`src/rtl/swrm_ram.sv`:
```
// swrm_ram: generic single write, single read ram with registered read data
// depends on nothing; used for the sample ring of the rate meter
module swrm_ram #(
    parameter int WIDTH = 64,
    parameter int DEPTH = 64
) (
    input  logic                     clk,
    input  logic                     wen,
    input  logic [$clog2(DEPTH)-1:0] waddr,
    input  logic [WIDTH-1:0]         wdata,
    input  logic [$clog2(DEPTH)-1:0] raddr,
    output logic [WIDTH-1:0]         rdata
);

    logic [WIDTH-1:0] ram_reg [DEPTH];
    logic [WIDTH-1:0] rdata_reg;

    // write port
    always_ff @(posedge clk)
    begin
        if (wen)
        begin
            ram_reg[waddr] <= wdata;
        end
    end

    // registered read port
    always_ff @(posedge clk)
    begin
        rdata_reg <= ram_reg[raddr];
    end

    assign rdata = rdata_reg;

endmodule

```
`config.mk`:
```
export PLATFORM = sky130hd
export DESIGN_NAME = swrm_ram
export DESIGN_NICKNAME = d
export VERILOG_FILES = /design/src/rtl/swrm_ram.sv
export SDC_FILE = /design/constraint.sdc
export NUM_CORES = 2
export LEC_CHECK = 0
export BUFFER_PORTS_ARGS = -buffer_cell sky130_fd_sc_hd__clkbuf_2
export CORE_MARGIN = 1.5
export CORE_UTILIZATION = 30
export DETAILED_ROUTE_END_ITERATION = 16
export PLACE_DENSITY = 0.44
export SYNTH_ARGS = -nofsm -noshare
export SYNTH_HDL_FRONTEND = slang
export SYNTH_SLANG_ARGS = --single-unit
```
`constraint.sdc`:
```
create_clock -name clk -period 7.5 [get_ports clk]
set_input_delay 0.375 -clock clk [delete_from_list [all_inputs] [get_ports clk]]
set_output_delay 0.375 -clock clk [all_outputs]
set_load 0.02 [all_outputs]
```
==> summary.txt <==
Worst setup path
  – Largest stage delay on the critical path: 0.82 ns
  – Worst Path Max Fanout: 56
  – Required time of the critical path: 8.34 ns
  – Category of the worst setup path launch point: input pin
  – Ordered list of cells on the worst path: clkbuf_2 > and2_4 > buf_12 > buf_4 > a22oi_1 > and3_1 > a211oi_1
  – Family of cells with the greatest summed delay on the critical path: buffers and inverters
  – Worst Path Buf+Inv: 3
  – Slowest-stage cell, CP: sky130_fd_sc_hd__clkbuf_2
  – Setup slack of the most critical reg-to-reg path: between 5 and 6 ns
  – Worst setup EP type: register
  – CP Class: input pin to register
  – Endpoint arrival time on the critical path: just under 4 ns

Logic synthesis
  – Share of synthesized flip-flops with an asynchronous set or reset: 0%
  – Dominant synthesized flop cell: sky130_fd_sc_hd__edfxtp_1
  – Instance count of the mapped netlist: 6,598
  – Fraction of synthesized cell area taken by the top area cell type: 78.67%
  – Synth cell count leaders: sky130_fd_sc_hd__edfxtp_1, sky130_fd_sc_hd__mux4_2, sky130_fd_sc_hd__buf_2, sky130_fd_sc_hd__a22oi_1, sky130_fd_sc_hd__clkbuf_1
  – Netlist area before placement: ~0.16 sq mm
  – Mapped Nets: about 6.7k
  – Cell taking the most area after synthesis: sky130_fd_sc_hd__edfxtp_1
  – YS warnings: 0
  – Count of different cell masters after synthesis: 33
  – Most frequent cell after synthesis: sky130_fd_sc_hd__edfxtp_1
  – Number of synthesized register bits: 4,160
  – Leading cell types by total area after synthesis: sky130_fd_sc_hd__edfxtp_1, sky130_fd_sc_hd__mux4_2, sky130_fd_sc_hd__mux2i_1, sky130_fd_sc_hd__dfxtp_1, sky130_fd_sc_hd__a22oi_1
  – Post-synth EDFFs: roughly 4.1k
  – Avg Synthesized Cell Area: around 24 sq um
  – Part of the Yosys area used for sequential elements: between 70% and 80%

STA
  – Shortest clock period the worst path allows after layout: about 3 ns
  – Setup repair after global routing missed its margin: false
  – Hold_ws: ~0.072 ns
  – Top achievable clock speed: approximately 330 MHz
  – Final setup TNS: 0 ns
  – Slew of the pin with the lowest slew margin: roughly 1.4 ns
  – Total setup violations reported at the end of the flow: 0
  – Tcrit/Tclk final: 40.52%
  – Number of max-slew violations in the final report: 0
  – Count of endpoints failing hold in the final timing report: 0
  – Relative slew slack: 9.964%
  – Worst setup skew after layout: around 0.05 ns

Routing
  – Average routed wire per standard cell: between 30 and 40 um
  – 1st-iter DRT viols: ~7.6k
  – First-pass iteration count of the detailed router: 5
  – Number of routed nets with antenna violations: 0
  – Number of vias after detailed routing: around 74k
  – Mean number of vias per cell: ~5.1
  – Routed WL: a little under 500 mm
  – Number of remaining DRC errors: 0

Die
  – Count of pins on the block boundary: 142
  – Starting Density: 30.19%
  – Std-Cell Rows: roughly 260
  – Width of the chip: 724.9 um
  – Overall die area: 0.5255 sq mm
  – Die span in y: 724.9 um
  – Placeable core region: 0.5179 sq mm

Clock network
  – Clock H-tree levels: 5
  – CTS Root Buffer Type: sky130_fd_sc_hd__clkbuf_16
  – Clock transition at the registers of the reported paths: about 0.060 ns
  – Resized Gates After CTS: 0
  – Clock tree from TritonCTS: built
  – CTS Buf Count: 437
  – Setup fix buffers added after clock tree synthesis: 0
  – Longest Clk Path Bufs: 4
  – Worst skew pair latency: roughly 1.0 ns
  – Total clock sinks: approximately 4.2k

Layout
  – Final Instance Area: approximately 0.18 sq mm
  – Number of flip-flops in the largest register: 4,096
  – Area delta synth->final: 15.74%
  – Number of nets at the end of the flow: 7,132
  – Fill cells: just under 50k
  – Fraction of layout cells with a size suffix above 1: roughly 28%

Pwr
  – Static Leakage: 55.42 nW
  – Proportion of power drawn by the clock network: ~43%
  – Net switching power: 10.74 mW
  – Power Density: between 200 and 300 mW/mm^2
  – Comb pwr share: about 4.7%
  – Part of the power in registers: approximately 53%
  – Worst VDD drop: approximately 0.00022 V
  – Net switching share of the total power: a little over a fifth
  – Internal portion of total power: around 39 mW

Status
  – Status: finished, final reports clean

Flow run
  – Number of max-capacitance violations reported: 0

Place
  – Quantity of I/O buffers inserted on ports: approximately 140
  – Final weighted congestion of routability-driven global placement: 0.7436
  – Post-place instance area: around 0.17 sq mm
  – Total half-perimeter wirelength after legalization and detailed placement: about 250 mm

Min path
  – Class of the tightest hold or removal check: input pin to register

Global routing
  – Initial antenna violation count: between 40 and 50
  – Global route overflow: 0
  – First-pass GRT wire length: 663.3 mm
  – Via count of the first global-routing pass: 76.86k
  – Pin count of the biggest net entering global routing: around 110
  – GR Util All Layers: roughly 18%
==> worst register-to-register path, cell delays in order (launching register included) <==
cell                       delay (ns)
sky130_fd_sc_hd__edfxtp_1        0.37
sky130_fd_sc_hd__mux4_2          0.46
sky130_fd_sc_hd__nor2b_1         0.14
sky130_fd_sc_hd__a211oi_1        0.69
sky130_fd_sc_hd__o22ai_1         0.29
sky130_fd_sc_hd__and3_1          0.22
==> kinds of logic (layout without fill, tap and decap cells) <==
kind of cell    count (synthesis)  after routing  synth area share [%]
mux                          1159           1159                 15.61
buf+inv                       389           1220                 1.180
simple gates                  386            386                 1.240
compound gates                504            504                 2.477
flops                        4160           4160                 79.49
other cells                     0             17                     0
==> cell usage in the layout (no fill, tap or decap), types with 23 or more instances in the layout <==
cell,count
sky130_fd_sc_hd__clkbuf_8,23
sky130_fd_sc_hd__nor2_4,65
sky130_fd_sc_hd__edfxtp_1,4096
sky130_fd_sc_hd__clkinv_1,98
sky130_fd_sc_hd__clkinv_2,84
sky130_fd_sc_hd__nor2b_1,24
sky130_fd_sc_hd__a22o_1,88
sky130_fd_sc_hd__bufinv_16,28
sky130_fd_sc_hd__and3_1,64
sky130_fd_sc_hd__o22ai_1,83
sky130_fd_sc_hd__nor2_1,47
sky130_fd_sc_hd__buf_4,183
sky130_fd_sc_hd__clkbuf_16,442
sky130_fd_sc_hd__o221ai_1,38
sky130_fd_sc_hd__a22oi_1,168
sky130_fd_sc_hd__nand3_1,45
sky130_fd_sc_hd__a41oi_1,26
sky130_fd_sc_hd__a211oi_1,61
sky130_fd_sc_hd__or3_1,29
sky130_fd_sc_hd__mux2i_1,135
sky130_fd_sc_hd__dfxtp_1,64
sky130_fd_sc_hd__nand2_1,54
sky130_fd_sc_hd__buf_12,49
sky130_fd_sc_hd__clkbuf_2,137
sky130_fd_sc_hd__or2_2,28
sky130_fd_sc_hd__clkbuf_1,113
sky130_fd_sc_hd__mux4_2,1024
==> stage by stage <==
stage                     instances  total power, mW  worst slack [ns]  utilization, %
after floorplan                6598            27.54             1.689               -
after global placement        13514            28.72             3.285           32.21
after detailed placement      13514            28.76             3.276           32.21
after CTS                     14341            49.89             4.417           34.92
after global routing          14346            50.81             4.393           34.93
final                         14362            49.32             4.461           34.94
==> timing repair <==
| action | in CTS | in global routing |
|---|---|---|
| hold endpoints to repair | 491 | 43 |
| endpoints found under the setup margin | 0 | 0 |
| hold buffers | 13 | 2 |
==> routing by layer <==
layer,routed length (um),vias up,GRT usage [%]
met5,46,-,0
met4,11370,8,4.314
met3,26660,580,2.643
met2,246900,2348,31.34
met1,205500,41416,24.39
li1,-,29468,-
==> path summary, 6_finish.rpt <==
check / startpoint / to / cells after the start
setup / recovery: raddr[3] / rdata[19]$_DFF_P_ / 7
hold / removal: wdata[32] / ram_reg[46][32]$_DFFE_PP_ / 2
setup reg to reg: ram_reg[10][63]$_DFFE_PP_ / rdata[63]$_DFF_P_ / 5
hold reg to reg: ram_reg[47][2]$_DFFE_PP_ / rdata[2]$_DFF_P_ / 4
==> cell type report <==
class | count | area [sq um] | share of cell area [%]
sequential | 4160 | 124300 | 68.68
multi-input combinational | 2049 | 30800 | 17.02
clock buffer | 578 | 11800 | 6.522
tap | 6916 | 8653 | 4.782
timing repair buffer | 387 | 3226 | 1.783
clock inverter | 236 | 2081 | 1.150
inverter | 19 | 71.32 | 0.03941
antenna | 17 | 42.54 | 0.02351
==> power groups by stage <==
stage          combinational [mW]  sequential [mW]  clock, mW
2_1_floorplan                1.20             26.3          0
3_3_place_gp                 2.33             26.4          0
3_5_place_dp                 2.36             26.4          0
4_1_cts                      2.37             25.9       21.6
5_1_grt                      2.47             25.9       22.4
6_report                     2.31             25.9       21.1
(Power assumes the default switching activity.)
